[src/rtl/rsr_pkg.sv]
package rsr_pkg;

  localparam int unsigned ENTRIES = 16;
  localparam int unsigned IDX_W   = $clog2(ENTRIES);
  localparam int unsigned CNT_W   = $clog2(ENTRIES + 1);
  localparam int unsigned KEY_W   = 32;
  localparam int unsigned RUN_W   = 16;
  localparam logic [RUN_W-1:0] RUN_MAX = {RUN_W{1'b1}};

  typedef struct packed {
    logic [KEY_W-1:0] key;
    logic             last;
  } item_t;

  // Head of the queue as the back end sees it.
  typedef struct packed {
    logic  valid;
    item_t item;
  } queue_head_t;

  typedef enum logic [4:0] {
    ST_IDLE = 5'b00001,
    ST_SCAN = 5'b00010,
    ST_SEL  = 5'b00100,
    ST_EMIT = 5'b01000,
    ST_UPD  = 5'b10000
  } back_state_e;

endpackage

[src/rtl/rsr_if.sv]
interface rsr_in_if;
  logic                     valid;
  logic                     ready;
  logic [rsr_pkg::KEY_W-1:0] key;
  logic                     last;

  modport source (output valid, output key, output last, input ready);
  modport sink   (input valid, input key, input last, output ready);
endinterface

interface rsr_out_if;
  logic                     valid;
  logic                     ready;
  logic [rsr_pkg::KEY_W-1:0] out_key;
  logic [rsr_pkg::RUN_W-1:0] run_index;
  logic                     run_start;
  logic                     final_res;

  modport source (output valid, output out_key, output run_index, output run_start,
                  output final_res, input ready);
  modport sink   (input valid, input out_key, input run_index, input run_start,
                  input final_res, output ready);
endinterface

[src/rtl/rsr_front.sv]
module rsr_front (
  input  logic                 clk_i,
  input  logic                 rst_ni,
  rsr_in_if.sink               in_i,
  output rsr_pkg::queue_head_t head_o,
  input  logic                 pop_i
);

  rsr_pkg::item_t slot_q [2];
  logic           wr_ptr_q;
  logic           rd_ptr_q;
  logic [1:0]     count_q;
  logic           push;
  logic           pop;

  assign in_i.ready = (count_q != 2'd2);
  assign push       = in_i.valid && in_i.ready;
  assign pop        = pop_i && (count_q != 2'd0);

  assign head_o.valid = (count_q != 2'd0);
  assign head_o.item  = slot_q[rd_ptr_q];

  always_ff @(posedge clk_i) begin
    if (push) begin
      slot_q[wr_ptr_q] <= '{key: in_i.key, last: in_i.last};
    end
  end

  always_ff @(posedge clk_i or negedge rst_ni) begin
    if (!rst_ni) begin
      wr_ptr_q <= 1'b0;
      rd_ptr_q <= 1'b0;
      count_q  <= 2'd0;
    end else begin
      if (push) begin
        wr_ptr_q <= ~wr_ptr_q;
      end
      if (pop) begin
        rd_ptr_q <= ~rd_ptr_q;
      end
      case ({push, pop})
        2'b10:   count_q <= count_q + 2'd1;
        2'b01:   count_q <= count_q - 2'd1;
        default: count_q <= count_q;
      endcase
    end
  end

endmodule

[src/rtl/rsr_back.sv]
module rsr_back (
  input  logic                 clk_i,
  input  logic                 rst_ni,
  input  rsr_pkg::queue_head_t head_i,
  output logic                 pop_o,
  rsr_out_if.source            out_o
);

  localparam int unsigned E = rsr_pkg::ENTRIES;

  rsr_pkg::back_state_e state_q;

  logic [rsr_pkg::KEY_W-1:0] key_mem [E];
  logic [rsr_pkg::KEY_W-1:0] rd_data_q;

  logic [E-1:0]               valid_q;
  logic [E-1:0]               frozen_q;
  logic [rsr_pkg::CNT_W-1:0]  fill_q;
  logic [rsr_pkg::RUN_W-1:0]  run_q;
  logic                       run_has_out_q;
  logic                       drain_q;

  logic [rsr_pkg::KEY_W-1:0]  cur_key_q;
  logic                       cur_last_q;

  logic [rsr_pkg::CNT_W-1:0]  scan_cnt_q;
  logic                       rd_vld_q;
  logic [rsr_pkg::IDX_W-1:0]  rd_idx_q;
  logic [rsr_pkg::IDX_W-1:0]  rd_addr;

  logic                       ba_found_q;
  logic [rsr_pkg::IDX_W-1:0]  ba_idx_q;
  logic [rsr_pkg::KEY_W-1:0]  ba_key_q;
  logic                       bu_found_q;
  logic [rsr_pkg::IDX_W-1:0]  bu_idx_q;
  logic [rsr_pkg::KEY_W-1:0]  bu_key_q;

  logic [rsr_pkg::IDX_W-1:0]  sel_idx_q;
  logic [rsr_pkg::KEY_W-1:0]  sel_key_q;

  logic                       out_vld_q;
  logic [rsr_pkg::KEY_W-1:0]  out_key_q;
  logic [rsr_pkg::RUN_W-1:0]  out_run_q;
  logic                       out_start_q;
  logic                       out_final_q;
  logic                       out_free;

  logic                       mem_we;
  logic [rsr_pkg::IDX_W-1:0]  mem_wa;
  logic [rsr_pkg::KEY_W-1:0]  mem_wd;
  logic                       fill_phase;
  logic                       scan_rd;

  assign out_o.valid     = out_vld_q;
  assign out_o.out_key   = out_key_q;
  assign out_o.run_index = out_run_q;
  assign out_o.run_start = out_start_q;
  assign out_o.final_res = out_final_q;

  assign out_free   = !out_vld_q || out_o.ready;
  assign pop_o      = (state_q == rsr_pkg::ST_IDLE) && head_i.valid;
  assign fill_phase = (fill_q < rsr_pkg::CNT_W'(E));
  assign scan_rd    = (state_q == rsr_pkg::ST_SCAN) && (scan_cnt_q != rsr_pkg::CNT_W'(E));
  assign rd_addr    = scan_rd ? scan_cnt_q[rsr_pkg::IDX_W-1:0] : '0;

  always_comb begin
    mem_we = 1'b0;
    mem_wa = fill_q[rsr_pkg::IDX_W-1:0];
    mem_wd = head_i.item.key;
    if (pop_o && fill_phase) begin
      mem_we = 1'b1;
    end else if ((state_q == rsr_pkg::ST_EMIT) && out_free && !drain_q) begin
      mem_we = 1'b1;
      mem_wa = sel_idx_q;
      mem_wd = cur_key_q;
    end
  end

  always_ff @(posedge clk_i) begin
    if (mem_we) begin
      key_mem[mem_wa] <= mem_wd;
    end
    rd_data_q <= key_mem[rd_addr];
  end

  // Running minimum over the scan: one over all valid entries, one over the unfrozen ones.
  always_ff @(posedge clk_i or negedge rst_ni) begin
    if (!rst_ni) begin
      ba_found_q <= 1'b0;
      ba_idx_q   <= '0;
      ba_key_q   <= '0;
      bu_found_q <= 1'b0;
      bu_idx_q   <= '0;
      bu_key_q   <= '0;
    end else if (state_q != rsr_pkg::ST_SCAN) begin
      ba_found_q <= 1'b0;
      bu_found_q <= 1'b0;
    end else if (rd_vld_q && valid_q[rd_idx_q]) begin
      if (!ba_found_q || (rd_data_q < ba_key_q)) begin
        ba_found_q <= 1'b1;
        ba_idx_q   <= rd_idx_q;
        ba_key_q   <= rd_data_q;
      end
      if (!frozen_q[rd_idx_q] && (!bu_found_q || (rd_data_q < bu_key_q))) begin
        bu_found_q <= 1'b1;
        bu_idx_q   <= rd_idx_q;
        bu_key_q   <= rd_data_q;
      end
    end
  end

  always_ff @(posedge clk_i or negedge rst_ni) begin
    if (!rst_ni) begin
      state_q       <= rsr_pkg::ST_IDLE;
      valid_q       <= '0;
      frozen_q      <= '0;
      fill_q        <= '0;
      run_q         <= '0;
      run_has_out_q <= 1'b0;
      drain_q       <= 1'b0;
      cur_key_q     <= '0;
      cur_last_q    <= 1'b0;
      scan_cnt_q    <= '0;
      rd_vld_q      <= 1'b0;
      rd_idx_q      <= '0;
      sel_idx_q     <= '0;
      sel_key_q     <= '0;
      out_vld_q     <= 1'b0;
      out_key_q     <= '0;
      out_run_q     <= '0;
      out_start_q   <= 1'b0;
      out_final_q   <= 1'b0;
    end else begin
      if (out_o.ready && !((state_q == rsr_pkg::ST_EMIT) && out_free)) begin
        out_vld_q <= 1'b0;
      end
      case (state_q)
        rsr_pkg::ST_IDLE: begin
          if (head_i.valid) begin
            cur_key_q  <= head_i.item.key;
            cur_last_q <= head_i.item.last;
            scan_cnt_q <= '0;
            rd_vld_q   <= 1'b0;
            if (fill_phase) begin
              valid_q[fill_q[rsr_pkg::IDX_W-1:0]]  <= 1'b1;
              frozen_q[fill_q[rsr_pkg::IDX_W-1:0]] <= 1'b0;
              fill_q <= fill_q + rsr_pkg::CNT_W'(1);
              if (head_i.item.last) begin
                drain_q <= 1'b1;
                state_q <= rsr_pkg::ST_SCAN;
              end
            end else begin
              state_q <= rsr_pkg::ST_SCAN;
            end
          end
        end
        rsr_pkg::ST_SCAN: begin
          if (scan_rd) begin
            rd_vld_q   <= 1'b1;
            rd_idx_q   <= scan_cnt_q[rsr_pkg::IDX_W-1:0];
            scan_cnt_q <= scan_cnt_q + rsr_pkg::CNT_W'(1);
          end else begin
            rd_vld_q <= 1'b0;
            state_q  <= rsr_pkg::ST_SEL;
          end
        end
        rsr_pkg::ST_SEL: begin
          if (!ba_found_q) begin
            // The store is empty, which only ends a drain: the stream starts afresh.
            valid_q       <= '0;
            frozen_q      <= '0;
            fill_q        <= '0;
            run_q         <= '0;
            run_has_out_q <= 1'b0;
            drain_q       <= 1'b0;
            state_q       <= rsr_pkg::ST_IDLE;
          end else begin
            sel_idx_q <= bu_found_q ? bu_idx_q : ba_idx_q;
            sel_key_q <= bu_found_q ? bu_key_q : ba_key_q;
            if (!bu_found_q) begin
              run_q         <= (run_q == rsr_pkg::RUN_MAX) ? run_q : run_q + 1'b1;
              frozen_q      <= '0;
              run_has_out_q <= 1'b0;
            end
            state_q <= rsr_pkg::ST_EMIT;
          end
        end
        rsr_pkg::ST_EMIT: begin
          if (out_free) begin
            out_vld_q     <= 1'b1;
            out_key_q     <= sel_key_q;
            out_run_q     <= run_q;
            out_start_q   <= !run_has_out_q;
            out_final_q   <= drain_q ? ($countones(valid_q) == 1) : !cur_last_q;
            run_has_out_q <= 1'b1;
            if (drain_q) begin
              valid_q[sel_idx_q]  <= 1'b0;
              frozen_q[sel_idx_q] <= 1'b0;
              scan_cnt_q          <= '0;
              state_q             <= rsr_pkg::ST_SCAN;
            end else begin
              valid_q[sel_idx_q]  <= 1'b1;
              frozen_q[sel_idx_q] <= (cur_key_q < sel_key_q);
              state_q             <= rsr_pkg::ST_UPD;
            end
          end
        end
        rsr_pkg::ST_UPD: begin
          if ((valid_q & ~frozen_q) == '0) begin
            run_q         <= (run_q == rsr_pkg::RUN_MAX) ? run_q : run_q + 1'b1;
            frozen_q      <= '0;
            run_has_out_q <= 1'b0;
          end
          scan_cnt_q <= '0;
          if (cur_last_q) begin
            drain_q <= 1'b1;
            state_q <= rsr_pkg::ST_SCAN;
          end else begin
            state_q <= rsr_pkg::ST_IDLE;
          end
        end
        default: begin
          state_q <= rsr_pkg::ST_IDLE;
        end
      endcase
    end
  end

endmodule

[src/rtl/replacement_selection_runs.sv]
// Replacement selection run generator.
// Keys enter on in_i (key, last) and sorted keys leave on out_o with their run
// number, a run_start flag on the first word of every run and final_res on the
// last word caused by an input word. Both channels use valid/ready.
// A two-word queue sits between the input side and the selection engine, so
// the input keeps taking words while the engine works or the output stalls.
// While the store is filling, a word that is not marked last is written into
// it and gives no output. Once it is full, for each word the engine scans the
// key memory one entry a cycle through its single read port, selects, emits
// and then rechecks the frozen marks.
// A word marked last then drains the store one result at a time, after which
// the valid and frozen marks, the fill count and the run counter return to
// their reset values and a new stream begins at run 0.
// A stalled receiver holds the result in the output register; the engine
// waits for it, and the queue fills and then lowers in_i.ready.
// Reset clears the queue, the valid and frozen marks, the fill count and the
// run counter; no clearing pass is needed.
module replacement_selection_runs (
  input logic clk_i,
  input logic rst_ni,
  rsr_in_if.sink    in_i,
  rsr_out_if.source out_o
);

  rsr_pkg::queue_head_t head;
  logic                 pop;

  rsr_front u_front (
    .clk_i  (clk_i),
    .rst_ni (rst_ni),
    .in_i   (in_i),
    .head_o (head),
    .pop_i  (pop)
  );

  rsr_back u_back (
    .clk_i  (clk_i),
    .rst_ni (rst_ni),
    .head_i (head),
    .pop_o  (pop),
    .out_o  (out_o)
  );

endmodule

[src/flat_wrapper.sv]
// flat-port wrapper written by rule: the top's interface ports become plain ports
module replacement_selection_runs_flat 
  (clk_i, rst_ni, in_i_valid, in_i_key, in_i_last, in_i_ready, out_o_valid, out_o_out_key, out_o_run_index, out_o_run_start, out_o_final_res, out_o_ready);
  rsr_in_if in_i_i ();
  rsr_out_if out_o_i ();
  input logic clk_i;
  input logic rst_ni;
  input wire logic [$bits(in_i_i.valid)-1:0] in_i_valid;
  input wire logic [$bits(in_i_i.key)-1:0] in_i_key;
  input wire logic [$bits(in_i_i.last)-1:0] in_i_last;
  output wire logic [$bits(in_i_i.ready)-1:0] in_i_ready;
  output wire logic [$bits(out_o_i.valid)-1:0] out_o_valid;
  output wire logic [$bits(out_o_i.out_key)-1:0] out_o_out_key;
  output wire logic [$bits(out_o_i.run_index)-1:0] out_o_run_index;
  output wire logic [$bits(out_o_i.run_start)-1:0] out_o_run_start;
  output wire logic [$bits(out_o_i.final_res)-1:0] out_o_final_res;
  input wire logic [$bits(out_o_i.ready)-1:0] out_o_ready;
  assign in_i_i.valid = in_i_valid;
  assign in_i_i.key = in_i_key;
  assign in_i_i.last = in_i_last;
  assign in_i_ready = in_i_i.ready;
  assign out_o_valid = out_o_i.valid;
  assign out_o_out_key = out_o_i.out_key;
  assign out_o_run_index = out_o_i.run_index;
  assign out_o_run_start = out_o_i.run_start;
  assign out_o_final_res = out_o_i.final_res;
  assign out_o_i.ready = out_o_ready;
  replacement_selection_runs u_core (.clk_i(clk_i), .rst_ni(rst_ni), .in_i(in_i_i), .out_o(out_o_i));
endmodule
[config.mk]
export PLATFORM = sky130hd
export DESIGN_NAME = replacement_selection_runs_flat
export DESIGN_NICKNAME = d
export VERILOG_FILES = /design/src/rtl/rsr_pkg.sv /design/src/rtl/rsr_if.sv /design/src/rtl/rsr_front.sv /design/src/rtl/rsr_back.sv /design/src/rtl/replacement_selection_runs.sv /design/src/flat_wrapper.sv
export SDC_FILE = /design/constraint.sdc
export NUM_CORES = 1
export LEC_CHECK = 0
export BUFFER_PORTS_ARGS = -buffer_cell sky130_fd_sc_hd__clkbuf_2
export CAP_MARGIN = 20
export CORE_MARGIN = 2
export CORE_UTILIZATION = 40
export CTS_CLUSTER_DIAMETER = 150
export DETAILED_ROUTE_END_ITERATION = 8
export GPL_TIMING_DRIVEN = 0
export REMOVE_ABC_BUFFERS = 1
export SLEW_MARGIN = 15
export SYNTH_ARGS = -nofsm -noshare
export SYNTH_HDL_FRONTEND = slang
export SYNTH_SLANG_ARGS = --single-unit
[constraint.sdc]
create_clock -name clk_i -period 4.2 [get_ports clk_i]
set_input_delay 0.84 -clock clk_i [delete_from_list [all_inputs] [get_ports clk_i]]
set_output_delay 0.84 -clock clk_i [all_outputs]
set_load 0.01 [all_outputs]
# == After elaboration in Yosys (flattened, before gate mapping) ==
# Memory sizes are Yosys's and may differ from the RTL's. A register that Yosys moved wholly into a read port is not among the register bits.
# Cells that the tools add are included.
# classes
n_bitwise,12
muxes,84
n_addsub,20
order_cmp,9
eq_ne,24
reduce_logical,54
# ops
operator,n
16-bit 2-to-1 mux,16
32-bit less-than comparator,3
32-bit 2-to-1 mux,3
5-bit 2-to-1 mux,13
16-bit AND,4
16-bit one-hot mux with 4 select lines,1
16-bit NOT,3
16-bit one-hot mux with 3 select lines,1
16-bit OR,2
16-bit one-hot mux with 2 select lines,1
1-bit 2-to-1 mux,31
5-bit one-hot mux with 5 select lines,1
2-bit != test (second input constant),11
4-bit 2-to-1 mux,5
5-bit one-hot mux with 4 select lines,1
1-bit by 1-bit adder with 2-bit output,8
16-bit by 1-bit adder with 16-bit output (second input constant),1
16-bit bitwise mux,1
16-bit == test (second input constant),1
16-bit zero test,1
2-bit nonzero test,8
4-bit by 5-bit less-than comparator with 1-bit output (second input constant),3
2-bit AND reduction,7
2-bit by 2-bit adder with 3-bit output,4
other kinds (34),73
# totals
output_inout_bits,52
mem_bits_rw,578
register_bits,268
mem_count,2
elab_cells,233
input_bits,37
# mem_list
name,words,width,rd,rd_clocked_by_memory_dff,write_ports,line,source
u_core.u_back.key_mem,16,32,1,1,1,rsr_back.sv:13,logic [rsr_pkg::KEY_W-1:0] key_mem [E];
u_core.u_front.slot_q,2,33,1,0,1,rsr_front.sv:9,rsr_pkg::item_t slot_q [2];

# == Depth between registers and ports, before layout ==
# depth
ltp_word,9
ltp_mapped,14
mapped_depth_nobuf,14

# == By module ==
# A second synthesis with hierarchy kept.
# unflattened
cells_unflattened,2906
hier_area_um2,38080.3
# modules_own_cells
module,instances,area_each_um2,cells_per_inst,seq_area_each_um2
rsr_back,1,35486.5,2786,22622.9
rsr_front,1,2593.7,120,2082.0

# == Worst setup path before layout ==
# OpenSTA, ideal clock, no wires.
# synth_timing
kind,reg2reg
startpoint,register u_core.u_back.valid_q[11]
endpoint,"register u_core.u_back.out_final_q, in the netlist u_core.u_back.out_o.final_res"
t_required_ns,4.117
period_less_slack_ns,3.674
slack_ns,0.526
setup_ns,0.083
path_stages_with_launch,14
arrival_time_ns,3.590
path_cell_list,dfrtp_1 > fa_1 > inv_1 > fa_1 > inv_1 > fa_1 > inv_1 > fa_1 > inv_1 > ha_1 > fa_1 > nor4b_1 > a31oi_1 > o21ai_0
# synth_between
elab_chain_cells,6
# synth_rtl
item,line,source
from (decl),rsr_back.sv:16,logic [E-1:0] valid_q;
from (signal assigned),rsr_back.sv:115,valid_q <= '0;
"from (signal, indexed assignment)",rsr_back.sv:145,valid_q[fill_q[rsr_pkg::IDX_W-1:0]] <= 1'b1;
from (signal assigned),rsr_back.sv:170,valid_q <= '0;
1-bit by 1-bit adder with 2-bit output (implied by the code),rsr_back.sv:194,out_final_q <= drain_q ? ($countones(valid_q) == 1) : !cur_last_q;
2-bit by 2-bit adder with 3-bit output (implied by the code),rsr_back.sv:194,
3-bit by 3-bit adder with 4-bit output (implied by the code),rsr_back.sv:194,
4-bit by 4-bit adder with 5-bit output (implied by the code),rsr_back.sv:194,
5-bit by 1-bit == test with 1-bit output,rsr_back.sv:194,
1-bit 2-to-1 mux,rsr_back.sv:194,
to (signal assigned),rsr_back.sv:194,
to (decl),rsr_back.sv:45,logic out_final_q;
# Every way passes these cells.
# A chain may end at the register's enable or synchronous reset.

# == Worst setup path after layout ==
# layout_timing
startpoint,register u_core.u_back.state_q[3]
endpoint,"memory u_core.u_back.key_mem[14][1] (netlist bit), enable pin"
# layout_between
elab_chain_cells,7
elab_cells_between_ends,12
classes_between,eq/ne: 2; mux: 6; reduce/logical: 4
# layout_rtl
item,line,source
from (decl),rsr_back.sv:11,rsr_pkg::back_state_e state_q;
from (signal assigned),rsr_back.sv:114,state_q <= rsr_pkg::ST_IDLE;
from (signal assigned),rsr_back.sv:150,state_q <= rsr_pkg::ST_SCAN;
from (signal assigned),rsr_back.sv:153,state_q <= rsr_pkg::ST_SCAN;
5-bit by 4-bit == test with 1-bit output,rsr_back.sv:72,end else if ((state_q == rsr_pkg::ST_EMIT) && out_free && !drain_q) begin
1-bit logical AND (2 in series),rsr_back.sv:72,
1-bit 2-to-1 mux,rsr_back.sv:72,
1-bit 2-to-1 mux,rsr_back.sv:70,if (pop_o && fill_phase) begin
1-bit 2-to-1 mux,rsr_back.sv:80,if (mem_we) begin
1-bit 2-to-1 mux (implied by the code),rsr_back.sv:81,key_mem[mem_wa] <= mem_wd;
to (decl),rsr_back.sv:13,
# Parallel ways exist; a longest one is shown, timed or not.

==> reports/summary.txt <==
=======================================================================================
Total Die Area                                                               0.0961 mm2
Worst Setup Start Kind                                                        flip-flop
Pins Over Slew Limit                                                                  0
Post-synthesis instance total                                                      2570
Vias after detailed routing                                                       22200
Mean post-synth cell area                                                      14.6 um2
Element type at the critical path end                                         flip-flop
Largest stage delay, worst path                                                 0.75 ns
Number of enable-type register cells in the synthesized netlist                     578
Remaining max-slew budget at the tightest pin                                     28.7%
Register area share after synthesis                                               66.0%
Min-Delay Path Class                                                       primary input to asynchronous set/reset pin
Antenna violations before repair                                                      1
Number of nets with antenna violations after routing                                  0
CP max stage cell                                                                nor2_4
Count of filler cells inserted in the layout                                       8034
Effective utilization at floorplan                                                40.2%
Most common library cell in the layout ignoring fill and taps                  edfxtp_1
Clock network power share                                                         29.8%
Worst-path clk slew                                                             0.06 ns
Register share of total power                                                     42.4%
Setup TNS                                                                          0 ns
Clock tree from TritonCTS                                                           yes
Count of different cell masters after synthesis                                      70
Proportion of power drawn by combinational gates                                  27.7%
Reported net switching power                                                    9.06 mW
Final standard cell count with taps included and fillers excluded                  4026
Largest buffer count on any clock path                                                3
Half-perimeter wire length of the detailed placement result                    62300 um
Most frequent cells in the layout                                          edfxtp_1, dfrtp_1, o21ai_0, nand2_1, inv_1
Power Internal                                                                  19.6 mW
Via count of the first global-routing pass                                        22800
Endpoint of the worst-slack reg-to-reg timing path                         u_core.u_back.key_mem[14][1]
Number of clock buffers inserted by TritonCTS                                        94
Final Setup Violations                                                                0
CP Data Required Time                                                           4.55 ns
Final weighted congestion in routability-driven placement                         0.836
Maximum clock frequency                                                       0.248 GHz
Critical path, cell by cell                                                nor2_1, and3_1, nor3b_2, nand2_1, a21oi_1, a2bb2oi_1, nor2_4, buf_12
CP Class                                                                   flip-flop to flip-flop
Total number of yosys warnings                                                        0
Top-level I/O count                                                                  89
Proportion of netlist area held by the largest area contributor                   46.3%
Slew at the pin closest to its max-slew limit                                   1.06 ns
Most frequently used flop master after synthesis                               edfxtp_1
DP Cell Count                                                                      3832
Worst Reg2Reg Path Length in Cells                                                    8
Cell types with the largest area share after synthesis                     edfxtp_1, dfrtp_1, mux4_2, ha_1, o21ai_0
Clock latency of the later-clocked register in the worst-skew pair              0.67 ns
Min Clock Period, post-route                                                    4.04 ns
Reg2Reg Launch Point                                                       u_core.u_back.state_q[3]
Post-synthesis sequential element count                                             878
Chip Width                                                                       310 um
Pwr per Cell Area                                                            650 mW/mm2
Share of synthesized registers carrying an async set or reset                     30.5%
Largest clock skew in the final design                                        0.0255 ns
Overall track demand over capacity in global routing                              19.8%
Number of violations reported at the end of detailed-routing iteration 0           1870
Internal reg-to-reg setup slack                                                 0.16 ns
Highest net fanout along the worst path                                              17
Wire length reported by the detailed router                                    94200 um
WP data arrival                                                                 4.39 ns
Status                                                                     finished, final reports clean
Layout cell share with drive strength beyond 1                                    21.0%
Count of hold-fix buffers inserted at cts                                             0
Die boundary height                                                              310 um
Static leakage                                                                  16.4 nW
Final routed wire length divided by cell count                                  23.4 um
Largest area contributor in the netlist                                        edfxtp_1
Master cell of the clock root buffer                                          clkbuf_16
Number of rows in the core area                                                     112
Count of maximum capacitance violations                                               0
First-pass iteration count of the detailed router                                     6
Maximum number of pins on one net before global-route repair                         83
Switching share of power                                                          31.6%
RSZ-0062 raised after global routing                                              false
Net count of the finished layout                                                   2841
Number of input and output port buffers inserted                                     88
Clk sinks                                                                           878
Signed area change from the synthesized netlist to the final layout               17.7%
First-pass GRT wire length                                                    141000 um
Final cycle utilization of the critical path                                      96.2%
Final routed DRC violation total                                                      0
Total core area                                                              0.0930 mm2
Depth of the CTS H-tree                                                               3
Avg Vias per Cell                                                                  5.52
VDD IR-drop max                                                                  366 uV
Overflow left after global routing                                                    0
Fin. Hold Viols                                                                       0
Synthesized area                                                             0.0374 mm2
=======================================================================================
worst max-delay path, delay by kind of cell, from the launching register on:
kind / cells / cell delay [ns]
simple gates: 5 / 2.33
compound gates: 2 / 0.64
flops: 1 / 0.44
buf+inv: 1 / 0.28
routing by layer:
layer  wire [um]  vias to the layer above  track usage, %
li1            -                    10000               -
met2       44100                      686            31.6
met1       41600                    11400            27.3
met3        5040                      177            3.17
met5           0                        -               0
met4        3510                        0            7.44
worst max-delay path by stage:
| stage | start | cells after the start | end | slack [ns] |
|---|---|---|---|---|
| after floorplan | u_core.u_back.scan_cnt_q[0] | 4 | u_core.u_back.rd_data_q[0] | -3.20 |
| after global placement | u_core.u_back.scan_cnt_q[0] | 4 | u_core.u_back.rd_data_q[4] | -8.05 |
| after detailed placement | u_core.u_back.state_q[4] | 7 | u_core.u_back.frozen_q[1] | -0.07 |
| after CTS | u_core.u_back.state_q[4] | 10 | u_core.u_back.key_mem[5][15] | -0.01 |
| after global routing | u_core.u_back.state_q[3] | 9 | u_core.u_back.key_mem[6][18] | 0.01 |
| final | u_core.u_back.state_q[3] | 8 | u_core.u_back.key_mem[14][1] | 0.16 |
synthesized netlist by cell type, drive strengths merged (23+ instances only):
master,instances
dfrtp,267
ha,106
buf,37
edfxtp,578
o211ai,38
mux4,104
nor2,108
o31ai,31
nand3,50
dfxtp,32
mux2i,103
clkbuf,109
a22oi,32
nand2,165
a21oi,112
o21ai,233
inv,127
nand2b,23
mux2,120
sequential cells by signal, indices dropped and copies added, names as in the netlist, 2 cells and up:
signal and cells:
u_core.u_back.out_o.run_index 16, u_core.u_back.valid_q 16, u_core.u_back.fill_q 5, u_core.u_back.ba_key_q 32, u_core.u_front.count_q 2, u_core.u_back.sel_idx_q 4
u_core.u_back.sel_key_q 32, u_core.u_back.rd_idx_q 4, u_core.u_back.out_o.out_key 32, u_core.u_back.bu_idx_q 4, u_core.u_back.frozen_q 16, u_core.u_back.cur_key_q 32
u_core.u_front.slot_q 66, u_core.u_back.ba_idx_q 4, u_core.u_back.key_mem 512, u_core.u_back.scan_cnt_q 5, u_core.u_back.rd_data_q 32, u_core.u_back.state_q 5
u_core.u_back.bu_key_q 32, u_core.u_back.run_q 16
final cells by class:
class	count	area (um2)	share of cell area, %
clock buffer	124	2550	5.78
multi-input combinational	1419	11900	27.1
antenna	2	5.00	0.0114
sequential	878	24700	56.1
timing repair buffer	168	2130	4.84
inverter	127	477	1.08
tap	1254	1570	3.56
clock inverter	54	681	1.54
kinds of logic (layout without fill, tap and decap cells):
group	after synthesis	count (layout)	synth area share (%)
AOI/OAI and AO/OA	533	533	8.66
xor gates and xnor gates	10	10	0.234
adders and majority gates	116	116	4.08
buffers and inverters	273	473	2.88
DFF	878	878	66.0
muxes	327	327	12.9
other	0	2	0
and+or+nand+nor	433	433	5.27
through the flow:
stage	hold slack, ns	setup slack (ns)	cell area, um2	util, %	total power [mW]
2_1_floorplan	0.433	-3.20	36800	-	17.2
3_3_place_gp	0.461	-8.05	38900	41.8	19.6
3_5_place_dp	0.470	-0.0703	40700	43.7	20.1
4_1_cts	0.0668	-0.0110	43900	47.2	28.8
5_1_grt	0.0915	0.0120	44100	47.4	30.2
6_report	0.0994	0.160	44100	47.4	28.6
repair_timing:
item,CTS,global route
pin swaps,0,1
resized for setup,2,4
buffers inserted,0,1
endpoints found under the setup margin,39,159
hold endpoints to repair,0,0
power by group through the flow:
| stage | clock (mW) | combinational (mW) | sequential, mW |
|---|---|---|---|
| after floorplan | 0 | 5.03 | 12.1 |
| after global placement | 0 | 6.98 | 12.6 |
| after detailed placement | 0 | 7.80 | 12.3 |
| after CTS | 8.71 | 7.93 | 12.2 |
| after global routing | 9.07 | 8.85 | 12.3 |
| final | 8.55 | 7.95 | 12.2 |
(Power assumes the default switching activity.)
